`config.mk`:
```
export PLATFORM = sky130hd
export DESIGN_NAME = mtg_cell
export DESIGN_NICKNAME = d
export VERILOG_FILES = /design/src/hdl/mtg_pkg.sv /design/src/hdl/mtg_cell.sv
export SDC_FILE = /design/constraint.sdc
export NUM_CORES = 1
export LEC_CHECK = 0
export BUFFER_PORTS_ARGS = -buffer_cell sky130_fd_sc_hd__buf_2
export CORE_MARGIN = 1
export CORE_UTILIZATION = 39
export DETAILED_ROUTE_END_ITERATION = 6
export PLACE_DENSITY = 0.75
export SETUP_SLACK_MARGIN = 0.1
export SYNTH_ARGS = -nofsm -noshare
export SYNTH_HDL_FRONTEND = slang
export SYNTH_SLANG_ARGS = --single-unit
```
`constraint.sdc`:
```
create_clock -name clk -period 0.8 [get_ports clk]
set_input_delay 0.16 -clock clk [delete_from_list [all_inputs] [get_ports clk]]
set_output_delay 0.16 -clock clk [all_outputs]
set_load 0.01 [all_outputs]
```
`src/hdl/mtg_pkg.sv`:
```
// Package for the MT19937 generator: word type, generator constants and
// the status struct passed from the fill unit to the top level.
// No dependencies.
`default_nettype none

package mtg_pkg;

  typedef logic [31:0] word_t;

  // Table geometry defaults
  localparam int MtgTableDepth  = 624;
  localparam int MtgTwistOffset = 397;

  // Twist, initialization and tempering constants
  localparam word_t TwistMatrix = 32'h9908_b0df;
  localparam word_t HighBit     = 32'h8000_0000;
  localparam word_t LowBits     = 32'h7fff_ffff;
  localparam word_t InitMult    = 32'd1812433253;
  localparam word_t TemperB     = 32'h9d2c_5680;
  localparam word_t TemperC     = 32'hefc6_0000;
  localparam word_t DefaultSeed = 32'd5489;
  localparam word_t SeedLimit   = 32'd9999;

  // Input operation codes
  localparam logic OpSeed = 1'b0;
  localparam logic OpNext = 1'b1;

  // Fill unit status
  typedef struct packed {
    logic step;  // shift the chain this cycle
    logic done;  // this step writes the last table word
  } fill_status_t;

endpackage : mtg_pkg

`default_nettype wire

```
`src/hdl/mtg_cell.sv`:
```
// One cell of the state chain: holds a single 32-bit table word and takes
// the word of its right-hand neighbor on each shift.
// Depends on mtg_pkg.
`default_nettype none

module mtg_cell
  import mtg_pkg::*;
(
  input  wire   clk,
  input  wire   shift,
  input  word_t din,
  output word_t dout
);

  word_t word_q;

  // Take the neighbor's word on shift, hold otherwise
  always_ff @(posedge clk) begin
    if (shift) begin
      word_q <= din;
    end
  end

  assign dout = word_q;

endmodule : mtg_cell

`default_nettype wire

```
==> summary.md <==
| Metric | Value |
|---|---|
| Total gr overflow | 0 |
| Commonest cells post-synth | edfxtp_1 |
| Mapped Cells | 32 |
| Hold Fails Final Rpt | 0 |
| Peak supply drop | 0.00152 V |
| Min-delay worst type | primary input to register |
| Period utilization | 1.30 |
| Leakage | 0.757 nW |
| Switching part of the total | 0.221 |
| CP max FO | 1 |
| Min Tclk post-route | 1040 ps |
| Clock share of power | 0.255 |
| Metal2 WL | 1.32 mm |
| Die Width | 51.6 um |
| TritonCTS buffer count | 5 |
| Cells along the critical path | buf_2 |
| CORE AREA | 2280 sq um |
| Antenna fix cells | 0 |
| H-Tree Level Count | 2 |
| Multi-input logic area | 0 sq um |
| Synthesis Warnings | 0 |
| DR vias | 727 |
| Io pins | 66 |
| Post-place instance area | 1360 sq um |
| Distinct cell type count of the synthesized netlist | 1 |
| Worst-path cell with the longest stage delay | edfxtp_1 |
| Synthesized-area fraction occupied by adder cells | 0 |
| XOR/XNOR Fraction of Synth Area | 0 |
| Primary FF master, synth | edfxtp_1 |
| Vias per Instance | 4.35 |
| Die area | 2670 sq um |
| Most frequent cell after synthesis | edfxtp_1 |
| Port Buffers | 65 |
| Placer Congestion | 0.669 |
| Bufs and invs on worst path | 1 |
| Initial drt markers | 12 |
| Area Growth Syn to Fin | 80.3% |
| Area leader, netlist | edfxtp_1 |
| Top Metal Used | met4 |
| Worst setup SP type | register |
| DRT antenna net count | 0 |
| Vias in the first global route | 556 |
| Max reg flops | 32 |
| Synthesized cell area | 961 sq um |
| Metal-1 WL | 871 um |
| Max-slew headroom | 0.931 |
| Initial antenna violation count | 0 |
| Clock tree sinks | 32 |
| Final Non-Filler Cells | 167 |
| Nets | 172 |
| Synth async-reset ratio | 0 |
| Simple-Gate Fraction of Synth Area | 0 |
| Critical path's largest stage delay | 400 ps |
| #FFs+latches synth | 32 |
| Setup crit end kind | primary output |
| Post-layout power | 0.00332 W |
| Top cell type's share of synthesized area | 1.00 |
| FP Rows | 17 |
| Slew Viols, Final | 0 |
| DR DRC count | 0 |
| Register area share after synthesis | 1.00 |
| Fmax | 0.960 GHz |
| CTS Buffer Depth | 2 |
| Average cell area after synthesis | 30.0 sq um |
| Number of cells on the critical path | 1 |
| Syn nets | 66 |
| Compound-cell area share of the yosys netlist | 0 |
| Unrepaired setup endpoints after global routing | yes |
| Final setup fails | 32 |
| Global Route Usage Sum | 0.151 |
| Delay-heaviest family, CP | flip-flops |
| CP Data Required Time | 640 ps |
| Placed cell count | 127 |
| Max cap viols | 0 |
| First-pass GRT wire length | 2.53 mm |
| Setup ws final | -241 ps |
| Final instance area | 1730 sq um |
| Share of cells above drive strength 1 | 0.518 |
| Root buffer cell | clkbuf_4 |
| Pin count of the biggest net entering global routing | 18 |
| CP Class | register to primary output |
| Worst Max-Slew Pin Slew | 103 ps |
| Mux cell area share after synthesis | 0 |
| DR pass1 iterations | 4 |
| Worst-path clk slew | 100 ps |
| Combinational share of power | 0.137 |
| EDFF count, synth | 32 |
| Pint | 0.00259 W |
| Pwr Density | 1920 nW/um^2 |
| DRT Wirelength | 2.48 mm |
| Starting Density | 0.422 |
| Sw Pwr | 0.000735 W |
| Hold path depth | 2 |
| Outcome | finished with violations |
| Die Ht | 51.6 um |
| Synth top area cells | edfxtp_1 |
| Failing checks | setup timing |
| Wirelength per Cell | 14.8 um |
| Crit path DAT | 880 ps |
| Share of power burned in registers | 0.608 |
| Worst slack, placed | 39.4 ps |
| WL met3 | 198 um |
| Multi-In Gates | 0 |
| CTS tree | done |
worst paths after layout:
| check | start | endpoint |
|---|---|---|
| min | din[23] | dout[23] |
| max | dout[3] | dout[3] |
cell type report:
class / count / area, sq um
clock buffers: 7 / 45.0
clock inverters: 1 / 3.75
fillers: 141 / 543
flip-flops and latches: 32 / 961
well taps: 28 / 35.0
repair buffers: 99 / 688
metrics by stage:
stage	hold WS [ps]	util	setup TNS [ps]
after floorplan	259	-	0
after global placement	336	0.598	0
after detailed placement	338	0.598	0
after CTS	-8.49	0.646	-6780
after global routing	176	0.761	-8360
final	208	0.761	-6470
cell families after synthesis:
kind of cell and after synthesis:
flops 32
cells in the final DEF, fill, tap and decap left out:
| master | netlist | layout |
|---|---|---|
| edfxtp_1 | 32 | 32 |
| dlymetal6s4s_1 | 0 | 1 |
| clkbuf_1 | 0 | 2 |
| clkbuf_4 | 0 | 5 |
| buf_12 | 0 | 2 |
| buf_2 | 0 | 65 |
| clkinv_1 | 0 | 1 |
| dlygate4sd3_1 | 0 | 31 |
layer usage:
layer / up-vias / GRT usage
li1: 343 / -
met1: 337 / 0.140
met2: 38 / 0.229
met3: 9 / 0.126
met4: 0 / 0.0811
met5: - / 0
what timing repair did:
action | 4_1_cts | 5_1_grt
setup endpoints to repair | 32 | 33
hold endpoints to repair | 28 | 26
resized for setup | 0 | 1
hold buffers | 6 | 26
setup buffers | 0 | 0
power groups by stage:
stage	combinational, W	clock (W)	sequential, W
after floorplan	0	0	0.00214
after global placement	0.000316	0	0.00205
after detailed placement	0.000323	0	0.00206
after CTS	0.000347	0.000856	0.00202
after global routing	0.000486	0.000948	0.00203
final	0.000455	0.000846	0.00202
Note: power is estimated with default switching activity, not from simulation.
