--- src/hdl/mtg_pkg.sv ---
// Package for the MT19937 generator: word type, generator constants and
// the status struct passed from the fill unit to the top level.
// No dependencies.
`default_nettype none

package mtg_pkg;

  typedef logic [31:0] word_t;

  // Table geometry defaults
  localparam int MtgTableDepth  = 624;
  localparam int MtgTwistOffset = 397;

  // Twist, initialization and tempering constants
  localparam word_t TwistMatrix = 32'h9908_b0df;
  localparam word_t HighBit     = 32'h8000_0000;
  localparam word_t LowBits     = 32'h7fff_ffff;
  localparam word_t InitMult    = 32'd1812433253;
  localparam word_t TemperB     = 32'h9d2c_5680;
  localparam word_t TemperC     = 32'hefc6_0000;
  localparam word_t DefaultSeed = 32'd5489;
  localparam word_t SeedLimit   = 32'd9999;

  // Input operation codes
  localparam logic OpSeed = 1'b0;
  localparam logic OpNext = 1'b1;

  // Fill unit status
  typedef struct packed {
    logic step;  // shift the chain this cycle
    logic done;  // this step writes the last table word
  } fill_status_t;

endpackage : mtg_pkg

`default_nettype wire

--- src/hdl/mtg_fill.sv ---
// Seed fill unit: produces the Knuth-multiplier initialization sequence,
// one table word per cycle, for shifting into the tail of the cell chain.
// Depends on mtg_pkg.
`default_nettype none

module mtg_fill
  import mtg_pkg::*;
#(
  parameter int TABLE_DEPTH = MtgTableDepth
) (
  input  wire          clk,
  input  wire          rst,
  input  wire          start,
  input  word_t        seed,
  input  word_t        tail_word,
  output word_t        fill_word,
  output fill_status_t status
);

  localparam int IdxW = $clog2(TABLE_DEPTH);
  localparam logic [IdxW-1:0] LastIdx = IdxW'(TABLE_DEPTH - 1);

  logic            active;
  logic [IdxW-1:0] idx;
  word_t           mix;
  word_t           prod;

  // Recurrence: INIT_MULT * (prev ^ (prev >> 30)) + index
  assign mix  = tail_word ^ (tail_word >> 30);
  assign prod = InitMult * mix;

  always_comb begin
    if (start) begin
      fill_word = seed;
    end else begin
      fill_word = prod + {{(32 - IdxW){1'b0}}, idx};
    end
  end

  assign status.step = start | active;
  assign status.done = active && (idx == LastIdx);

  // Advance the index until the last table word is written
  always_ff @(posedge clk) begin
    if (rst) begin
      active <= 1'b0;
      idx    <= '0;
    end else if (start) begin
      active <= 1'b1;
      idx    <= IdxW'(1);
    end else if (active) begin
      if (idx == LastIdx) begin
        active <= 1'b0;
      end
      idx <= idx + IdxW'(1);
    end
  end

endmodule : mtg_fill

`default_nettype wire
--- config.mk ---
export PLATFORM = sky130hd
export DESIGN_NAME = mtg_fill
export DESIGN_NICKNAME = d
export VERILOG_FILES = /design/src/hdl/mtg_pkg.sv /design/src/hdl/mtg_fill.sv
export SDC_FILE = /design/constraint.sdc
export NUM_CORES = 1
export LEC_CHECK = 0
export BUFFER_PORTS_ARGS = -buffer_cell sky130_fd_sc_hd__buf_4
export CAP_MARGIN = 20
export CORE_UTILIZATION = 34
export DETAILED_ROUTE_END_ITERATION = 10
export PLACE_DENSITY = 0.49
export SKIP_CTS_REPAIR_TIMING = 1
export SLEW_MARGIN = 40
export SYNTH_ARGS = -nofsm -noshare
export SYNTH_HDL_FRONTEND = slang
export SYNTH_SLANG_ARGS = --single-unit
--- constraint.sdc ---
create_clock -name clk -period 17.02 [get_ports clk]
set_input_delay 0.851 -clock clk [delete_from_list [all_inputs] [get_ports clk]]
set_output_delay 0.851 -clock clk [all_outputs]
set_load 0.05 [all_outputs]
==> impl_metrics.py <==
metrics = {
    "drt": {
        "drt-wirelength-per-cell_um": 15.61,
        "drc_errors": 1,
        "routed_wl_um": 21850,
        "ant_nets": 0,
        "vias_per_cell": 4.674,
        "num_vias": 6543,
        "first_iter_violations": 190,
        "drt-pass1-iter-count": 9,
    },
    "synth": {
        "syn_nets": 1426,
        "yosys_warnings": 0,
        "yosysMostFrequentCell": "inv_1",
        "async_flop_share_pct": 0,
        "avgSynthCellArea_um2": 9.452,
        "yosysTopAreaCellShare_pct": 33.44,
        "ys_ff_latch": 11,
        "synth-main-ff-cell": "dfxtp_1",
        "synth_area_leader_cell": "fa_1",
        "ys_types": 53,
        "netlist_instances": 969,
        "syn_area_mm2": 0.009159,
        "netlist_top_cells_area": "fa_1 (33%), ha_1 (32%), inv_1 (11%), xnor2_1 (3.9%), dfxtp_1 (2.4%)",
        "synth_common_cells": "inv_1 (269), ha_1 (237), fa_1 (153), nand2_1 (41), xnor2_1 (41)",
        "synth_edf_count": 0,
        "ys_seq_area_share_pct": 2.404,
    },
    "placement": {
        "port_buffers": 100,
        "dp_hpwl_um": 19590,
        "placed_area_mm2": 0.01031,
        "routabilityCongestion": 0.8129,
    },
    "job": {
        "drv_cap": 0,
    },
    "clock_network": {
        "cts_buffers": 3,
        "cts_sinks": 11,
        "h-tree-depth": 1,
        "clk_pin_slew_ns": 0.04,
        "clk_latency_ns": 0.24,
        "cts_tree": "done",
        "cts-root-buf": "clkbuf_16",
        "clk_path_buf_depth": 2,
    },
    "timing": {
        "max_freq_mhz": 119.2,
        "skew_ns": 0.003485,
        "period_share_pct": 49.31,
        "setup_violations": 0,
        "rsz0062_at_grt": "no",
        "hold_viol": 0,
        "worst_slew_pin_slew_ns": 0.7041,
        "slew_violations": 0,
        "relSlewSlack_pct": 53.02,
        "fin_tns_setup_ns": 0,
        "layout_min_cycle_time_ns": 8.392,
    },
    "min_path": {
        "min_path_type": "flip-flop to flip-flop",
        "hold_depth": 2,
        "holdPathEnd": "idx[8]",
        "hold_start": "idx[8]",
    },
    "setup_path": {
        "start_kind": "input pin",
        "r2r-start": "idx[0]",
        "critPathSlowestCell": "xor2_2",
        "rr_endpoint": "idx[6]",
        "crit_fanout": 9,
        "critical_path_class": "input pin to output port",
        "worstRegToRegCells": 4,
        "crit_top_cell": "fa_1",
        "ff2ff_setup_slack_ns": 15.51,
        "cp_slowest_stage_delay_ns": 0.58,
        "end_kind": "output port",
        "crit_arrival_ns": 7.54,
        "cp.required_ns": 16.17,
    },
    "grt": {
        "grt_max_degree": 62,
        "antenna_found_initial": 0,
        "grtUsageTotal_pct": 16.38,
        "grt_pass1_vias": 6835,
        "grt_pass1_wl_um": 35690,
        "grt-ovfl-total": 0,
    },
    "layout": {
        "regArea_um2": 220.2,
        "final_area_mm2": 0.01039,
        "multi_input_area_mm2": 0.007899,
        "areaGrowthSynthToFinish_pct": 13.47,
        "antenna_cells": 0,
        "nFillCells": 2700,
        "layout.nets": 1523,
        "drive_gt1_share_pct": 11.27,
    },
    "floorplanning": {
        "die_area_mm2": 0.02760,
        "die_width_um": 166.1,
        "rows": 59,
        "die_h_um": 166.1,
        "pin_count": 101,
        "start_util_pct": 34.95,
        "core-area_mm2": 0.02621,
    },
    "outcome": {
        "violations": "DRC",
        "status": "complete, but fails checks",
    },
}
==> layout by cell type, fill, tap and decap left out, types with 2 or more instances in the layout <==
master     instances
inv_1            269
ha_1             237
fa_1             153
buf_4            102
nand2_1           41
xnor2_1           41
xor2_1            23
nor2_1            22
o21ai_1           21
o21ai_0           20
a21oi_1           20
dfxtp_1           11
nand3_1            9
a21o_1             8
o21a_1             6
nand4_1            6
nand2b_1           6
a211oi_1           5
or2_2              4
and2_1             4
a31oi_1            4
mux2_2             4
a41oi_1            3
o31ai_1            3
or3_1              3
clkbuf_16          3
a2111oi_0          2
nor2b_1            2
a2111o_1           2
nor3_1             2
o211ai_1           2
a211o_1            2
o21bai_1           2
nor4_1             2
==> sequential cells by signal (all words and copies together), names as in the netlist <==
register	cells
active	1
idx	10
==> cell type report <==
cell class | instances | area share [%]
Clock buffer | 4 | 0.7585
Inverter | 269 | 9.716
Multi-Input combinational cell | 679 | 76.01
Sequential cell | 11 | 2.119
Tap cell | 335 | 4.033
Timing Repair Buffer | 102 | 7.368
==> per-layer routing <==
metal  track usage [%]  wire length, µm
met4             2.235              240
met1             21.71             9930
met5                 0                0
met2             30.32            11410
met3            0.3337              272
==> critical path, delay by kind of cell <==
| family | cells | cell delay, ns |
|---|---|---|
| fa+ha+maj | 9 | 3.44 |
| simple gates | 4 | 1.05 |
| compound gates | 4 | 0.88 |
| xor+xnor | 2 | 0.76 |
| buf+inv | 6 | 0.55 |
==> how the worst max path moves through the flow <==
| stage | startpoint | cells past startpoint | to | slack, ns |
|---|---|---|---|---|
| floorplan | tail_word[0] | 23 | fill_word[31] | 8.47 |
| global placement | tail_word[1] | 25 | fill_word[31] | 8.53 |
| detailed placement | tail_word[1] | 25 | fill_word[31] | 8.62 |
| CTS | tail_word[1] | 25 | fill_word[31] | 8.61 |
| global route | tail_word[1] | 25 | fill_word[31] | 8.24 |
| finish | tail_word[1] | 25 | fill_word[31] | 8.63 |
==> logic make-up after synthesis <==
family	synth area share, %
compound gates	7.828
xor+xnor	6.216
fa+ha+maj	65.82
buf+inv	11.43
flops	2.404
mux	0.6011
simple gates	5.697
==> per-stage QoR <==
stage / setup WS [ns] / hold WS, ns / util [%] / cells
2_1_floorplan: 8.473 / 0.4581 / - / 969
3_3_place_gp: 8.527 / 0.4739 / 39.33 / 1396
3_5_place_dp: 8.620 / 0.4825 / 39.36 / 1396
4_1_cts: 8.605 / 0.4880 / 39.66 / 1400
5_1_grt: 8.236 / 0.5317 / 39.66 / 1400
6_report: 8.628 / 0.4892 / 39.66 / 1400
Power is left out: the tool's default activity adds up to more than one toggle a clock period on the data nets, which glitch-free logic cannot reach.
